===== config.mk =====
export PLATFORM = sky130hd
export DESIGN_NAME = cmos_rtc_register_file_unit
export DESIGN_NICKNAME = d
export VERILOG_FILES = /design/src/hdl/cmosrtc_pkg.sv /design/src/hdl/cmosrtc_decode.sv /design/src/hdl/cmosrtc_store.sv /design/src/hdl/cmos_rtc_register_file_unit.sv
export SDC_FILE = /design/constraint.sdc
export NUM_CORES = 1
export LEC_CHECK = 0
export BUFFER_PORTS_ARGS = -buffer_cell sky130_fd_sc_hd__buf_2
export CORE_UTILIZATION = 26
export DETAILED_ROUTE_END_ITERATION = 10
export HOLD_SLACK_MARGIN = 0.03
export SYNTH_ARGS = -nofsm -noshare
export SYNTH_HDL_FRONTEND = slang
export SYNTH_SLANG_ARGS = --single-unit
export TNS_END_PERCENT = 10

===== constraint.sdc =====
create_clock -name i_clk -period 7.2 [get_ports i_clk]
set_input_delay 1.8 -clock i_clk [delete_from_list [all_inputs] [get_ports i_clk]]
set_output_delay 1.8 -clock i_clk [all_outputs]
set_load 0.05 [all_outputs]

===== src/hdl/cmosrtc_pkg.sv =====
// Shared types, constants and the time-field formatter for the CMOS/RTC register file.
// No dependencies; imported by every module of the block.
`timescale 1ns / 1ps
`default_nettype none

package cmosrtc_pkg;

    // Size of the byte store and the address bits it needs
    localparam int STORE_BYTES = 128;
    localparam int STORE_AW    = $clog2(STORE_BYTES);

    // Port numbers of the index/data pair
    localparam logic [7:0] PORT_INDEX = 8'h70;
    localparam logic [7:0] PORT_DATA  = 8'h71;

    // Register addresses and values with special treatment
    localparam logic [6:0] REG_SECONDS  = 7'h00;
    localparam logic [6:0] REG_ALM_SEC  = 7'h01;
    localparam logic [6:0] REG_MINUTES  = 7'h02;
    localparam logic [6:0] REG_ALM_MIN  = 7'h03;
    localparam logic [6:0] REG_HOURS    = 7'h04;
    localparam logic [6:0] REG_ALM_HR   = 7'h05;
    localparam logic [6:0] REG_WEEKDAY  = 7'h06;
    localparam logic [6:0] REG_DAY      = 7'h07;
    localparam logic [6:0] REG_MONTH    = 7'h08;
    localparam logic [6:0] REG_YEAR     = 7'h09;
    localparam logic [6:0] REG_STATUS_B = 7'h0B;
    localparam logic [6:0] REG_STATUS_D = 7'h0D;
    localparam int         STATUS_B_BINARY_BIT = 2;
    localparam logic [7:0] STATUS_D_VALUE = 8'h80;

    // Read-data source selected at decode
    localparam logic [2:0] SEL_ZERO  = 3'd0;
    localparam logic [2:0] SEL_INDEX = 3'd1;
    localparam logic [2:0] SEL_TIME  = 3'd2;
    localparam logic [2:0] SEL_STD   = 3'd3;
    localparam logic [2:0] SEL_STORE = 3'd4;

    typedef struct packed {
        logic                idx_we;
        logic                mem_we;
        logic                mem_re;
        logic [STORE_AW-1:0] mem_addr;
        logic [2:0]          sel;
        logic [6:0]          tval;
    } t_access;

    // BCD split by reciprocal multiply: v*205 >> 11 equals v/10 for v below 1029
    function automatic logic [7:0] f_time_code(input logic [6:0] v, input logic bin);
        logic [16:0] prod;
        logic [3:0]  q;
        logic [3:0]  tens;
        logic [7:0]  qx10;
        logic [7:0]  diff;
        prod = {10'd0, v} * 17'd205;
        q    = prod[14:11];
        tens = (q >= 4'd10) ? (q - 4'd10) : q;
        qx10 = {1'b0, q, 3'b000} + {3'b000, q, 1'b0};
        diff = {1'b0, v} - qx10;
        return bin ? {1'b0, v} : {tens, diff[3:0]};
    endfunction

endpackage

`default_nettype wire


===== src/hdl/cmosrtc_decode.sv =====
// Access decoder: turns one bus word into store controls and a read-data source.
// Depends on cmosrtc_pkg.
`timescale 1ns / 1ps
`default_nettype none

module cmosrtc_decode (
    input  wire logic                 i_mode,
    input  wire logic [7:0]           i_port,
    input  wire logic [6:0]           i_index,
    input  wire logic [5:0]           i_now_seconds,
    input  wire logic [5:0]           i_now_minutes,
    input  wire logic [4:0]           i_now_hours,
    input  wire logic [2:0]           i_now_weekday,
    input  wire logic [4:0]           i_now_day,
    input  wire logic [3:0]           i_now_month,
    input  wire logic [6:0]           i_now_year,
    output cmosrtc_pkg::t_access      o_acc
);
    import cmosrtc_pkg::*;

    logic       is_idx;
    logic       mapped;
    logic [6:0] addr;
    logic       in_store;

    assign is_idx   = (i_port == PORT_INDEX);
    assign mapped   = (i_port == PORT_DATA) || i_port[7];
    assign addr     = (i_port == PORT_DATA) ? i_index : i_port[6:0];
    assign in_store = ({1'b0, addr} < 8'(STORE_BYTES));

    always_comb begin
        o_acc.idx_we   = i_mode && is_idx;
        o_acc.mem_we   = i_mode && mapped && in_store;
        o_acc.mem_re   = 1'b0;
        o_acc.mem_addr = addr[STORE_AW-1:0];
        o_acc.sel      = SEL_ZERO;
        o_acc.tval     = 7'd0;
        if (!i_mode) begin
            if (is_idx) begin
                o_acc.sel = SEL_INDEX;
            end else if (mapped) begin
                // alarm registers give the next time field
                case (addr)
                    REG_SECONDS: begin
                        o_acc.sel  = SEL_TIME;
                        o_acc.tval = {1'b0, i_now_seconds};
                    end
                    REG_ALM_SEC, REG_MINUTES: begin
                        o_acc.sel  = SEL_TIME;
                        o_acc.tval = {1'b0, i_now_minutes};
                    end
                    REG_ALM_MIN, REG_HOURS: begin
                        o_acc.sel  = SEL_TIME;
                        o_acc.tval = {2'b00, i_now_hours};
                    end
                    REG_ALM_HR, REG_WEEKDAY: begin
                        o_acc.sel  = SEL_TIME;
                        o_acc.tval = {4'd0, i_now_weekday};
                    end
                    REG_DAY: begin
                        o_acc.sel  = SEL_TIME;
                        o_acc.tval = {2'b00, i_now_day};
                    end
                    REG_MONTH: begin
                        o_acc.sel  = SEL_TIME;
                        o_acc.tval = {3'd0, i_now_month};
                    end
                    REG_YEAR: begin
                        o_acc.sel  = SEL_TIME;
                        o_acc.tval = i_now_year;
                    end
                    REG_STATUS_D: begin
                        o_acc.sel = SEL_STD;
                    end
                    default: begin
                        if (in_store) begin
                            o_acc.sel    = SEL_STORE;
                            o_acc.mem_re = 1'b1;
                        end
                    end
                endcase
            end
        end
    end

endmodule

`default_nettype wire


===== src/hdl/cmosrtc_store.sv =====
// Byte store: synchronous RAM with registered read, per-entry valid bits cleared at reset,
// and a shadow of the binary-mode bit of status register B. Depends on cmosrtc_pkg.
`timescale 1ns / 1ps
`default_nettype none

module cmosrtc_store (
    input  wire logic                         i_clk,
    input  wire logic                         i_rst_n,
    input  wire logic                         i_we,
    input  wire logic                         i_re,
    input  wire logic [cmosrtc_pkg::STORE_AW-1:0] i_addr,
    input  wire logic [7:0]                   i_wdata,
    output logic [7:0]                        o_rdata,
    output logic                              o_binary
);
    import cmosrtc_pkg::*;

    logic [7:0]             r_mem [STORE_BYTES];
    logic [STORE_BYTES-1:0] r_vld;
    logic [7:0]             r_rdata;
    logic                   r_rd_vld;
    logic                   r_binary;

    always_ff @(posedge i_clk) begin
        if (i_we) begin
            r_mem[i_addr] <= i_wdata;
        end
        if (i_re) begin
            r_rdata  <= r_mem[i_addr];
            r_rd_vld <= r_vld[i_addr];
        end
    end

    always_ff @(posedge i_clk) begin
        if (!i_rst_n) begin
            r_vld    <= '0;
            r_binary <= 1'b0;
        end else if (i_we) begin
            r_vld[i_addr] <= 1'b1;
            if (i_addr == REG_STATUS_B[STORE_AW-1:0]) begin
                r_binary <= i_wdata[STATUS_B_BINARY_BIT];
            end
        end
    end

    // entries not written since reset read as zero
    assign o_rdata  = r_rd_vld ? r_rdata : 8'h00;
    assign o_binary = r_binary;

endmodule

`default_nettype wire


===== src/hdl/cmos_rtc_register_file_unit.sv =====
// Top level of the CMOS/RTC register file: stream ports, index register, result register.
// Depends on cmosrtc_pkg, cmosrtc_decode and cmosrtc_store.
//
//  channel   direction  handshake                       payload
//  s_axis    in         i_s_axis_tvalid/o_s_axis_tready  tdata: access + time, tuser: mode
//  m_axis    out        o_m_axis_tvalid/i_m_axis_tready  tdata: read_data
//
// Each word gives one result word: the store is read at the accepting edge, and the
// result is then formatted into the output register once that register can load. A new
// word is taken every cycle while the output register drains, so throughput is one word
// per cycle.
// Reset clears the index, the store valid bits and the binary flag;
// there is no clearing pass. A stalled output holds the word in flight and drops tready.
`timescale 1ns / 1ps
`default_nettype none

module cmos_rtc_register_file_unit (
    input  wire logic        i_clk,
    input  wire logic        i_rst_n,
    input  wire logic        i_s_axis_tvalid,
    output logic             o_s_axis_tready,
    // [7:0] access_port, [15:8] write_data, [21:16] now_seconds, [27:22] now_minutes,
    // [32:28] now_hours, [35:33] now_weekday, [40:36] now_day, [44:41] now_month,
    // [51:45] now_year, [55:52] zero
    input  wire logic [55:0] i_s_axis_tdata,
    // [0] mode (1 = write)
    input  wire logic        i_s_axis_tuser,
    output logic             o_m_axis_tvalid,
    input  wire logic        i_m_axis_tready,
    // [7:0] read_data
    output logic [7:0]       o_m_axis_tdata
);
    import cmosrtc_pkg::*;

    t_access    acc;
    logic       accept;
    logic       can_load;
    logic [7:0] st_rdata;
    logic       st_binary;
    logic [7:0] result;

    logic [6:0] r_index;
    logic       r_pend;
    logic       n_pend;
    logic [2:0] r_sel;
    logic [6:0] r_tval;
    logic [6:0] r_idx_snap;
    logic       r_bin;
    logic       r_out_valid;
    logic [7:0] r_out_data;

    cmosrtc_decode u_decode (
        .i_mode        (i_s_axis_tuser),
        .i_port        (i_s_axis_tdata[7:0]),
        .i_index       (r_index),
        .i_now_seconds (i_s_axis_tdata[21:16]),
        .i_now_minutes (i_s_axis_tdata[27:22]),
        .i_now_hours   (i_s_axis_tdata[32:28]),
        .i_now_weekday (i_s_axis_tdata[35:33]),
        .i_now_day     (i_s_axis_tdata[40:36]),
        .i_now_month   (i_s_axis_tdata[44:41]),
        .i_now_year    (i_s_axis_tdata[51:45]),
        .o_acc         (acc)
    );

    cmosrtc_store u_store (
        .i_clk    (i_clk),
        .i_rst_n  (i_rst_n),
        .i_we     (accept && acc.mem_we),
        .i_re     (accept && acc.mem_re),
        .i_addr   (acc.mem_addr),
        .i_wdata  (i_s_axis_tdata[15:8]),
        .o_rdata  (st_rdata),
        .o_binary (st_binary)
    );

    assign can_load        = !r_out_valid || i_m_axis_tready;
    assign o_s_axis_tready = !r_pend || can_load;
    assign accept          = i_s_axis_tvalid && o_s_axis_tready;

    always_comb begin
        n_pend = r_pend;
        if (accept) begin
            n_pend = 1'b1;
        end else if (r_pend && can_load) begin
            n_pend = 1'b0;
        end
    end

    always_comb begin
        case (r_sel)
            SEL_INDEX: result = {1'b0, r_idx_snap};
            SEL_TIME:  result = f_time_code(r_tval, r_bin);
            SEL_STD:   result = STATUS_D_VALUE;
            SEL_STORE: result = st_rdata;
            default:   result = 8'h00;
        endcase
    end

    always_ff @(posedge i_clk) begin
        if (!i_rst_n) begin
            r_index     <= 7'd0;
            r_pend      <= 1'b0;
            r_out_valid <= 1'b0;
        end else begin
            r_pend <= n_pend;
            if (accept && acc.idx_we) begin
                r_index <= i_s_axis_tdata[14:8];
            end
            if (r_pend && can_load) begin
                r_out_valid <= 1'b1;
            end else if (i_m_axis_tready) begin
                r_out_valid <= 1'b0;
            end
        end
    end

    // captured at acceptance so a following word cannot disturb the one in flight
    always_ff @(posedge i_clk) begin
        if (accept) begin
            r_sel      <= acc.sel;
            r_tval     <= acc.tval;
            r_idx_snap <= r_index;
            r_bin      <= st_binary;
        end
        if (r_pend && can_load) begin
            r_out_data <= result;
        end
    end

    assign o_m_axis_tvalid = r_out_valid;
    assign o_m_axis_tdata  = r_out_data;

`ifndef SYNTH
    a_accept_pends: assert property (@(posedge i_clk) disable iff (!i_rst_n)
        accept |=> r_pend)
        else $error("accepted word not held as pending");

    a_stall_holds: assert property (@(posedge i_clk) disable iff (!i_rst_n)
        r_pend && r_out_valid && !i_m_axis_tready |=> r_pend && $stable(r_sel))
        else $error("pending word lost during output stall");

    a_index_write: assert property (@(posedge i_clk) disable iff (!i_rst_n)
        accept && acc.idx_we |=> r_index == $past(i_s_axis_tdata[14:8]))
        else $error("index register not updated by index write");

    a_status_d: assert property (@(posedge i_clk) disable iff (!i_rst_n)
        r_pend && can_load && r_sel == SEL_STD |=> o_m_axis_tvalid
            && o_m_axis_tdata == STATUS_D_VALUE)
        else $error("status register D read wrong value");
`endif

endmodule

`default_nettype wire

=== Yosys cells after proc, flatten, opt, wreduce, memory -nomap -nowiden ===
Memory sizes are Yosys's and may differ from the RTL's. A register that Yosys moved wholly into a read port is not among the register bits.
Cells that the tools add are included.

* Flip-flop bits (word level): 165
* Bits in writable memories: 1,024
* Input bits: 61
* Output and inout port bits: 10
* Word-level logic and storage cells: 85
* Memories: 1

{| class="wikitable"
|+ Memories
! memory !! words !! bits a word !! rd ports !! clocked after memory_dff !! wr ports !! line !! source
|-
| u_store.r_mem || 128 || 8 || 1 || 1 || 1 || cmosrtc_store.sv:18 || <nowiki>logic [7:0] r_mem [STORE_BYTES];</nowiki>
|}

* Add/subtract/negate cells: 3
* $mul: 1
* Magnitude comparators: 3
* Eq/ne operators: 17
* Muxes and demuxes: 23
* Bitwise operators: 2
* Reduce and logical (&&, ||, !) cells: 23

{| class="wikitable"
|+ Operators with widths
! operator !! count
|-
| 128-bit OR || 1
|-
| 7-bit one-hot mux with 7 select lines || 1
|-
| 8-bit one-hot mux with 4 select lines || 1
|-
| 7-bit by 3-bit == test with 1-bit output, second input constant || 4
|-
| 7-bit by 4-bit == test with 1-bit output, second input constant || 4
|-
| 8-bit 2-to-1 mux || 3
|-
| 8-bit by 7-bit == test with 1-bit output, second input constant || 2
|-
| 7-bit by 8-bit multiplier with 15-bit output, second input constant || 1
|-
| 7-bit by 2-bit == test with 1-bit output, second input constant || 2
|-
| 1-bit 2-to-1 mux || 13
|-
| 11-bit OR reduction || 1
|-
| 10-bit OR reduction || 1
|-
| 1-bit logical AND || 8
|-
| 7-bit by 8-bit < comparator with 1-bit output, second input constant || 1
|-
| 1-bit binary-select mux with 7-bit select || 1
|-
| 1-bit demux with 7-bit select || 1
|-
| 7-bit by 1-bit == test with 1-bit output, second input constant || 1
|-
| 7-bit by 1-bit >= comparator with 1-bit output, second input constant || 1
|-
| 7-bit logical NOT || 1
|-
| 7-bit 2-to-1 mux || 1
|-
| 3-bit by 2-bit == test with 1-bit output, second input constant || 2
|-
| 3-bit one-hot mux with 2 select lines || 1
|-
| 2-bit OR reduction || 3
|-
| 4-bit adder || 1
|-
| 12 further kinds || 16
|}

=== Depth between registers and ports, before layout ===
Gate-level depths: netlist of the first run.

* Word-level depth: 9
* Depth in mapped cells: 19
* Depth with buffers taken out: 19

=== Cells and area by module ===
A second synthesis of the first run with hierarchy kept.

* Cell total of the unflattened synthesis: 3,029
* Area total of the unflattened synthesis: 47,809.6 µm²

{| class="wikitable"
|+ By module, submodules not included
! module !! times used !! cells an instance !! area an instance (µm²) !! sequential area each (µm²)
|-
| cmosrtc_store || 1 || 2,664 || 44,371.3 || 33,602.2
|-
| cmos_rtc_register_file_unit || 1 || 245 || 2,640.0 || 960.9
|-
| cmosrtc_decode || 1 || 120 || 798.3 || 0.0
|}

=== Worst setup path before layout of the first run ===
OpenSTA, ideal clock, no wires.

* Path kind: input port to flip-flop
* Start point: in i_m_axis_tready
* End point: mem u_store.r_mem[74][0], enable pin
* Setup time: 0.374 ns
* Arrival time: 4.360 ns
* Data required time: 6.826 ns
* Path slack: 2.467 ns
* Cell stages on the path: 7
* Path buffers: 1
* Cell sequence: nor2b_1 a21oi_1 o211ai_1 nor2_1 nand3_1 clkbuf_1 nor2_1

* Longest elaborated chain between the ends: 6

{| class="wikitable"
|+ Ends and longest elaborated chain
! element !! line !! source
|-
| start, declared || cmos_rtc_register_file_unit.sv:29 || <nowiki>input wire logic i_m_axis_tready,</nowiki>
|-
| 1-bit logical OR || cmos_rtc_register_file_unit.sv:77 || <nowiki>assign can_load = !r_out_valid || i_m_axis_tready;</nowiki>
|-
| 1-bit logical OR || cmos_rtc_register_file_unit.sv:78 || <nowiki>assign o_s_axis_tready = !r_pend || can_load;</nowiki>
|-
| 1-bit logical AND || cmos_rtc_register_file_unit.sv:79 || <nowiki>assign accept = i_s_axis_tvalid && o_s_axis_tready;</nowiki>
|-
| named net accept || cmos_rtc_register_file_unit.sv:36 || <nowiki>logic accept;</nowiki>
|-
| 1-bit logical AND || cmos_rtc_register_file_unit.sv:69 || <nowiki>.i_we (accept && acc.mem_we),</nowiki>
|-
| 1-bit 2-to-1 mux || cmosrtc_store.sv:25 || <nowiki>if (i_we) begin</nowiki>
|-
| 1-bit 2-to-1 mux (not written as such) || cmosrtc_store.sv:26 || <nowiki>r_mem[i_addr] <= i_wdata;</nowiki>
|-
| end, declared || cmosrtc_store.sv:18 ||
|}

The timed path passes the listed nets, and every way through them passes these cells.

=== Final worst setup path of the first run ===
* Start point: reg r_tval[1]
* End point: reg r_out_data[3], in the netlist o_m_axis_tdata[3] (data pin)

* Longest elaborated chain between the ends: 5

{| class="wikitable"
|+ Ends and longest elaborated chain
! element !! line !! source
|-
| start, declared || cmos_rtc_register_file_unit.sv:46 || <nowiki>logic [6:0] r_tval;</nowiki>
|-
| start signal, assigned || cmos_rtc_register_file_unit.sv:122 || <nowiki>r_tval <= acc.tval;</nowiki>
|-
| 7-bit by 8-bit multiplier with 15-bit output || cmosrtc_pkg.sv:55 || <nowiki>prod = {10'd0, v} * 17'd205;</nowiki>
|-
| 4-bit adder || cmosrtc_pkg.sv:58 || <nowiki>qx10 = {1'b0, q, 3'b000} + {3'b000, q, 1'b0};</nowiki>
|-
| 4-bit subtractor * || cmosrtc_pkg.sv:59 || <nowiki>diff = {1'b0, v} - qx10;</nowiki>
|-
| 8-bit 2-to-1 mux * || cmosrtc_pkg.sv:60 || <nowiki>return bin ? {1'b0, v} : {tens, diff[3:0]};</nowiki>
|-
| 8-bit one-hot mux with 4 select lines * || cmos_rtc_register_file_unit.sv:91 || <nowiki>case (r_sel)</nowiki>
|-
| named net result[3] || cmos_rtc_register_file_unit.sv:40 || <nowiki>logic [7:0] result;</nowiki>
|-
| end signal, assigned || cmos_rtc_register_file_unit.sv:127 || <nowiki>r_out_data <= result;</nowiki>
|-
| end, declared || cmos_rtc_register_file_unit.sv:50 || <nowiki>logic [7:0] r_out_data;</nowiki>
|}

Mark *: on every way through the listed nets, which the timed path passes. The rest lies on a longest branch.
A chain may end at the register's enable or synchronous reset.

==> results of run 1 <==
## state kept, by name, indices dropped and copies added (netlist names)
| register | cells |
|---|---|
| u_store.r_rdata | 8 |
| r_sel | 3 |
| r_pend | 1 |
| u_store.r_vld | 128 |
| u_store.o_binary | 1 |
| r_idx_snap | 7 |
| r_bin | 1 |
| u_store.r_mem | 1024 |
| u_store.r_rd_vld | 1 |
| o_m_axis_tvalid | 1 |
| r_tval | 7 |
| r_index | 7 |
| o_m_axis_tdata | 8 |
## final cells by class
cell class | count | area (µm²)
Antenna cell | 4 | 10.0
Clock buffer | 159 | 3390
Clock inverter | 72 | 911
Fill cell | 18700 | 130000
Inverter | 53 | 199
Multi-Input combinational cell | 2287 | 13400
Sequential cell | 1197 | 34600
Tap cell | 2495 | 3120
Timing Repair Buffer | 238 | 1890
## power groups by stage
| stage | Sequential, mW | Combinational, mW | Clock (mW) |
|---|---|---|---|
| 6_report | 7.58 | 1.01 | 6.71 |
| 5_1_grt | 7.58 | 1.07 | 7.03 |
| 4_1_cts | 7.58 | 1.00 | 6.77 |
| 3_5_place_dp | 7.73 | 0.998 | 0 |
| 3_3_place_gp | 7.73 | 0.985 | 0 |
| 2_1_floorplan | 7.73 | 0.526 | 0 |
## placed cells by master, fill, tap and decap left out, drive strengths merged, types with 12 or more instances in the layout
cell type,netlist,routed
a21oi,94,94
a221oi,12,12
nand2,858,858
clkinv,0,40
dfxtp,138,138
clkbuf,91,159
nand3,301,301
bufinv,0,19
buf,143,238
a31oi,49,49
o211ai,23,23
a32o,20,20
mux2i,163,163
nor2,185,185
o21ai,41,41
inv,53,57
a32oi,45,45
a311oi,28,28
ha,38,38
o21a,132,132
nand4,60,60
o2111ai,17,17
a211oi,50,50
edfxtp,1059,1059
## per-layer routing
| metal | vias to the layer above | wire length (µm) |
|---|---|---|
| li1 | 14400 | - |
| met1 | 16600 | 63500 |
| met2 | 1688 | 69100 |
| met3 | 315 | 13900 |
| met4 | 6 | 5540 |
| met5 | - | 41 |
## worst register-to-register path, stage by stage (launching register included)
cell      delay (ns)
edfxtp_1        0.53
ha_1            0.38
inv_1           0.07
fa_1            0.42
inv_1           0.09
fa_1            0.42
ha_1            0.30
ha_1            0.30
nand3_1         0.10
a211oi_1        0.35
o211ai_1        0.22
nand2_1         0.14
xor2_1          0.31
ha_1            0.32
a211oi_1        0.24
xnor3_1         0.27
or4_1           0.40
o211ai_1        0.14
## how the worst max path moves through the flow
stage	slack, ns	startpoint	to
2_1_floorplan	2.47	i_m_axis_tready	u_store.r_mem[74][0]
3_3_place_gp	1.58	i_s_axis_tdata[7]	u_store.r_mem[120][0]
3_5_place_dp	1.52	i_s_axis_tdata[0]	u_store.r_rd_vld
4_1_cts	2.03	r_tval[1]	o_m_axis_tdata[3]
5_1_grt	1.68	r_tval[1]	o_m_axis_tdata[3]
6_report	2.02	r_tval[1]	o_m_axis_tdata[3]
## through the flow
step | worst slack (ns) | power [mW] | instances | utilization (%)
2_1_floorplan | 2.47 | 8.26 | 3771 | -
3_3_place_gp | 1.58 | 8.71 | 6270 | 28.3
3_5_place_dp | 1.52 | 8.72 | 6270 | 28.3
4_1_cts | 2.03 | 15.4 | 6501 | 30.6
5_1_grt | 1.68 | 15.7 | 6503 | 30.6
6_report | 2.02 | 15.3 | 6505 | 30.6
## cell families (layout without fill, tap and decap cells)
kind of cell	Yosys count	count (layout)	share of synthesized area, %
adder cells (fa/ha/maj)	46	46	1.29
flip-flops	1197	1197	70.4
XOR/XNOR	8	8	0.171
AO/OA/AOI/OAI	593	593	8.91
buffers and inverters	287	522	2.65
other	0	4	0
multiplexers	173	173	3.78
AND/OR/NAND/NOR	1467	1467	12.8
==> key figures, run 1 <==
Floorplanning
  – Chip width: ~440 µm
  – Core region area: between 0.15 and 0.2 mm²
  – FP Rows: ~160
  – IO Pins: ~70
  – Die height: ~440 µm
  – Die area: roughly 0.19 mm²
  – Initial Util: between 20% and 30%

CTS
  – Clk slew on worst S/H paths: around 0.060 ns
  – Bufs on Longest Clock Path: 3
  – Inserted Clock Buffers: roughly 120
  – Clock Sinks: between 1k and 1.5k
  – Post-CTS Setup Inserts: 0
  – CTS tree: yes
  – Clk root buf: clkbuf_16
  – Clock insertion delay at the later pin of the skew report: between 0.7 and 0.8 ns
  – H-tree levels: 3
  – Post-CTS resize count: 0
  – Post-CTS Hold Buffers: 0

Setup path
  – CP bufs+invs: 2
  – Reg2reg end: o_m_axis_tdata[3]
  – CP top delay family: adder cells
  – Arrival time of the worst setup path: ~5.7 ns
  – Crit-path max cell delay: around 0.53 ns
  – Critical path's slowest cell: edfxtp_1
  – Setup Crit Path Kind: register to register
  – CP Max Fanout: 7
  – Worst path cell trace: ha_1, inv_1, fa_1, inv_1, fa_1, ha_1, ha_1, nand3_1, a211oi_1, o211ai_1, nand2_1, xor2_1, ha_1, a211oi_1, xnor3_1, or4_1, o211ai_1
  – CP required: a little under 8 ns
  – Nature of the critical path endpoint: register
  – Setup crit start kind: register
  – Worst R2R Start: r_tval[1]
  – Number of cells on the critical path: 17
  – Reg2Reg Depth: 17
  – Most used cell, CP: ha_1
  – FF-to-FF setup slack: between 2 and 2.5 ns

Synth
  – Ys async rst share: 0%
  – Synth cell types: just under 80
  – Cell Area, Synth: ~0.05 mm²
  – Mapped Cells: roughly 3.8k
  – YS warnings: 0
  – Post-Syn Nets: between 3k and 4k
  – Post-synthesis cell type with the largest combined area: edfxtp_1
  – Top FF cell, synth: edfxtp_1
  – Post-synth EDFFs: between 1k and 1.5k
  – Syn avg cell area: 13.0 µm²
  – Most numerous cell in the Yosys netlist: edfxtp_1
  – Dominant cells by area after synthesis: edfxtp_1 65%, nand2_1 6.6%, dfxtp_1 5.6%
  – Register area share after synthesis: between 70% and 80%
  – Top post-synthesis cells by count: 1059 x edfxtp_1, 857 x nand2_1, 301 x nand3_1
  – Flops & latches, synth: 1197
  – Yosys top cell area share: around 65%

Global routing
  – Met3 global-route usage: just under 3%
  – Antenna violations before repair: 10
  – Met2 usage: between 20% and 30%
  – GRT Total Usage: between 15 and 20%
  – Met1 global-route usage: 21.2%
  – Vias in the first global route: roughly 31k
  – First-pass GRT wire length: 220000 µm
  – Total gr overflow: 0
  – Largest net degree at the start of global routing: about 100
  – Global-route layer with the greatest usage: met2

STA
  – Tightest Pin Transition: 1.26 ns
  – Min Hold Slack: 0.461 ns
  – Relative slew slack: between 10% and 20%
  – Final setup violation count: 0
  – Final hold vios: 0
  – Final setup TNS: 0 ns
  – Final Max Tran Viols: 0
  – Clock skew: ~0.039 ns
  – Fin crit share: 71.9%
  – RSZ-0062 raised after global routing: false
  – Maximum clock frequency: about 190 MHz
  – Tmin final: approximately 5.2 ns

Final layout
  – Layout cells sized above 1: 12.1%
  – Area grow syn2layout: 17.0%
  – Nets@finish: around 4k
  – Fin area: ~0.057 mm²

Run status
  – Status: completed

Detailed routing
  – Avg WL per Cell: about 23 µm
  – # DRC: 0
  – Total Wirelength: ~150000 µm
  – Detailed Route Iter0 Violations: around 4k
  – Drt pass-1 iters: 6
  – Via density: between 5 and 6
  – Detailed-route via count: between 30k and 40k
  – Final ANT Viol Nets: 0

Placement
  – Buffers on Ports: 66
  – DPL Wire Length: between 90000 and 100000 µm
  – Routability cong.: between 0.8 and 0.9
  – Area after DPL: approximately 0.053 mm²

Pwr
  – Clock network fraction of total power: 43.8%
  – Combinational Power Share: roughly 6.6%
  – Sw frac: 22.6%
  – LEAKAGE: between 15 and 20 nW
  – Seq pwr share: around half
  – Internal: approximately 12 mW
  – Pwr/cell area: about 270 mW/mm²
  – NetSw: around 3.5 mW
  – Peak supply drop: roughly 0.00024 V

Job
  – Max-cap viol count: 0

Min path
  – Hold Path Depth: 1
  – Hold endpoint: u_store.r_vld[127]
  – Hold Startpoint: u_store.r_vld[127]
  – Worst min path class: register to register
(Power assumes the default switching activity.)
==> run 2, diff against run 1 <==
clock period = 4.5 ns   (was 7.2 ns; I/O delays follow)
==> run 2 against run 1 <==
Compared with the run above: hold slack better by 0.0029 ns; critical path type unchanged; highest routed layer unchanged; power rose by 57%; clock power is 51% higher; global-route usage up 0.58 points; utilization rose by 1.2 points; die area stayed put; via count grew 2.6%; largest power group unchanged; the flow now finishes with violations (negative setup slack).
==> key figures, run 2 (same netlist as run 1, synthesis figures left out) <==
Run status
  – Status: complete, but fails checks
  – Failing checks: negative setup slack

Setup path
  – Crit-path max cell delay: roughly 0.5 ns
  – CP required: ~5 ns
  – Setup Crit Path Kind: register to register
  – Setup crit start kind: register
  – Critical path's slowest cell: fa_1
  – Most used cell, CP: inv_1
  – Reg2reg end: o_m_axis_tdata[3]
  – FF-to-FF setup slack: -0.18 ns
  – CP Max Fanout: 3
  – Worst R2R Start: r_tval[4]
  – CP Capture Point: o_m_axis_tdata[3]
  – Worst path cell trace: ha_4, inv_1, fa_1, inv_1, ha_1, inv_1, fa_1, inv_1, ha_1, a21o_1, a21o_1, o211ai_1, nand2_1, xor2_2, ha_1, a211oi_2, xnor3_1, or4_1, o211ai_1
  – Reg2Reg Depth: 19
  – Arrival time of the worst setup path: ~5.3 ns
  – Worst Setup SP: r_tval[4]
  – Nature of the critical path endpoint: register

Floorplanning
  – Die height: roughly 440 µm
  – Die area: 0.191 mm²
  – Chip width: ~440 µm
  – Core region area: between 0.15 and 0.2 mm²
  – IO Pins: 71
  – FP Rows: between 150 and 200
  – Initial Util: 26.2%

STA
  – Fin crit share: 104%
  – Tmin final: about 4.7 ns
  – Final setup violation count: 4
  – Clock skew: approximately 0.022 ns
  – Tightest Pin Transition: between 1 and 1.5 ns
  – RSZ-0062 raised after global routing: true
  – Min Hold Slack: 0.464 ns
  – Maximum clock frequency: ~210 MHz
  – Final hold vios: 0
  – Relative slew slack: 10.6%
  – Final Max Tran Viols: 0
  – Final worst setup slack: -0.181 ns

Pwr
  – LEAKAGE: just over 20 nW
  – Seq pwr share: 50.5%
  – NetSw: around 5.6 mW
  – Sw frac: about 23%
  – Peak supply drop: approximately 0.00028 V
  – Clock network fraction of total power: a little over two fifths
  – Pwr/cell area: roughly 400 mW/mm²
  – Internal: 18.5 mW
  – Combinational Power Share: under 10%

CTS
  – Inserted Clock Buffers: around 120
  – Clk root buf: clkbuf_16
  – Clock Sinks: about 1.2k
  – Clk slew on worst S/H paths: roughly 0.060 ns
  – Clock insertion delay at the later pin of the skew report: between 0.7 and 0.8 ns
  – CTS tree: yes
  – Bufs on Longest Clock Path: 3
  – Post-CTS Hold Buffers: 0
  – H-tree levels: 3

Job
  – Max-cap viol count: 0

Global routing
  – Total gr overflow: 0
  – GRT Total Usage: between 10% and 20%
  – Antenna violations before repair: 7
  – Largest net degree at the start of global routing: ~140
  – Vias in the first global route: 32.1k
  – First-pass GRT wire length: between 200000 and 250000 µm

Final layout
  – Non-Filler Instances: between 6k and 7k
  – Nets@finish: approximately 4.3k
  – Multi-input logic area: 0.0134 mm²
  – Area grow syn2layout: 21.4%
  – Seq. cell area: about 0.035 mm²
  – Largest register by flop count: u_store.r_mem
  – Largest regs: u_store.r_mem x1024, u_store.r_vld x128
  – Layout cells sized above 1: between 10% and 20%
  – Commonest cells after routing, fill and taps aside: 1059 x edfxtp_1, 857 x nand2_1, 411 x buf_4, 301 x nand3_1, 175 x nor2_1
  – Max reg flops: slightly above 1k
  – Most common cell after layout, fill and taps aside: edfxtp_1
  – # fillers: 18.5k

Detailed routing
  – Drt pass-1 iters: 6
  – # DRC: 0
  – Final ANT Viol Nets: 0
  – Avg WL per Cell: 23.1 µm
  – Detailed-route via count: 33.8k
  – Detailed Route Iter0 Violations: 3997
  – Total Wirelength: ~160000 µm
  – Via density: 4.99

Placement
  – DPL Wire Length: 101000 µm
  – Routability cong.: slightly below 0.9
  – Dpl cells: 6544
  – Buffers on Ports: 66

Min path
  – Worst min path class: register to register
  – Hold Startpoint: u_store.r_vld[30]
==> run 2: cell types whose count changed in the layout (fill, tap and decap cells not counted), sizes merged <==
cell      before  now
inv           57   59
clkinvlp       9    6
buf          238  519
diode          4    2
bufinv        19   12
clkinv        40   43
clkbuf       159  156
==> run 2: area by class of cell <==
type	count	share of cell area, %
timing repair buffer	519	7.35
antenna	2	0.00840
clock inverter	67	1.14
multi-input combinational	2287	22.5
tap	2495	5.24
sequential	1197	58.0
inverter	53	0.334
clock buffer	156	5.45
==> run 2: critical path: cells and delay by family, from the launching register on <==
kind	cells	cell delay [ns]
AOI/OAI and AO/OA	5	0.88
xor gates and xnor gates	2	0.43
adders and majority gates	6	2.03
buffers and inverters	4	0.18
DFF	1	0.45
and+or+nand+nor	2	0.56
==> run 2: power by group through the flow <==
stage | registers, mW | clock network (mW) | logic [mW]
floorplan | 12.4 | 0 | 0.845
global placement | 12.4 | 0 | 1.78
detailed placement | 12.4 | 0 | 1.79
CTS | 12.1 | 10.2 | 1.80
global route | 12.1 | 10.6 | 1.93
finish | 12.1 | 10.1 | 1.83
==> run 2: worst min path at each step <==
stage	to	slack, ns	depth (start not counted)
2_1_floorplan	r_bin	0.40	0
3_3_place_gp	u_store.r_vld[109]	0.44	1
3_5_place_dp	u_store.r_vld[90]	0.45	1
4_1_cts	u_store.r_vld[7]	0.47	1
5_1_grt	u_store.r_vld[36]	0.47	1
6_report	u_store.r_vld[30]	0.46	1
==> run 2: what timing repair did <==
item / in CTS / in global routing
cloned: 0 / 0
pin swaps: 3 / 4
resized for setup: 2 / 4
buffers inserted: 3 / 4
setup endpoints to repair: 1 / 4
==> run 2: through the flow <==
stage	instance area, µm²	util [%]	setup TNS [ns]	setup WS, ns	power (mW)
floorplan	49100	-	0	0.00223	13.2
global placement	55600	29.6	-0.310	-0.310	14.1
detailed placement	55600	29.6	-0.321	-0.321	14.1
CTS	59500	31.7	-0.141	-0.141	24.1
global route	59600	31.8	-1.08	-0.368	24.7
finish	59600	31.8	-0.274	-0.181	24.0
==> run 2: layer usage <==
metal / GRT usage, % / wire, µm
met1: 22.1 / 65900
met2: 25.0 / 71200
met3: 3.42 / 14700
met4: 4.99 / 4850
met5: 0 / 35
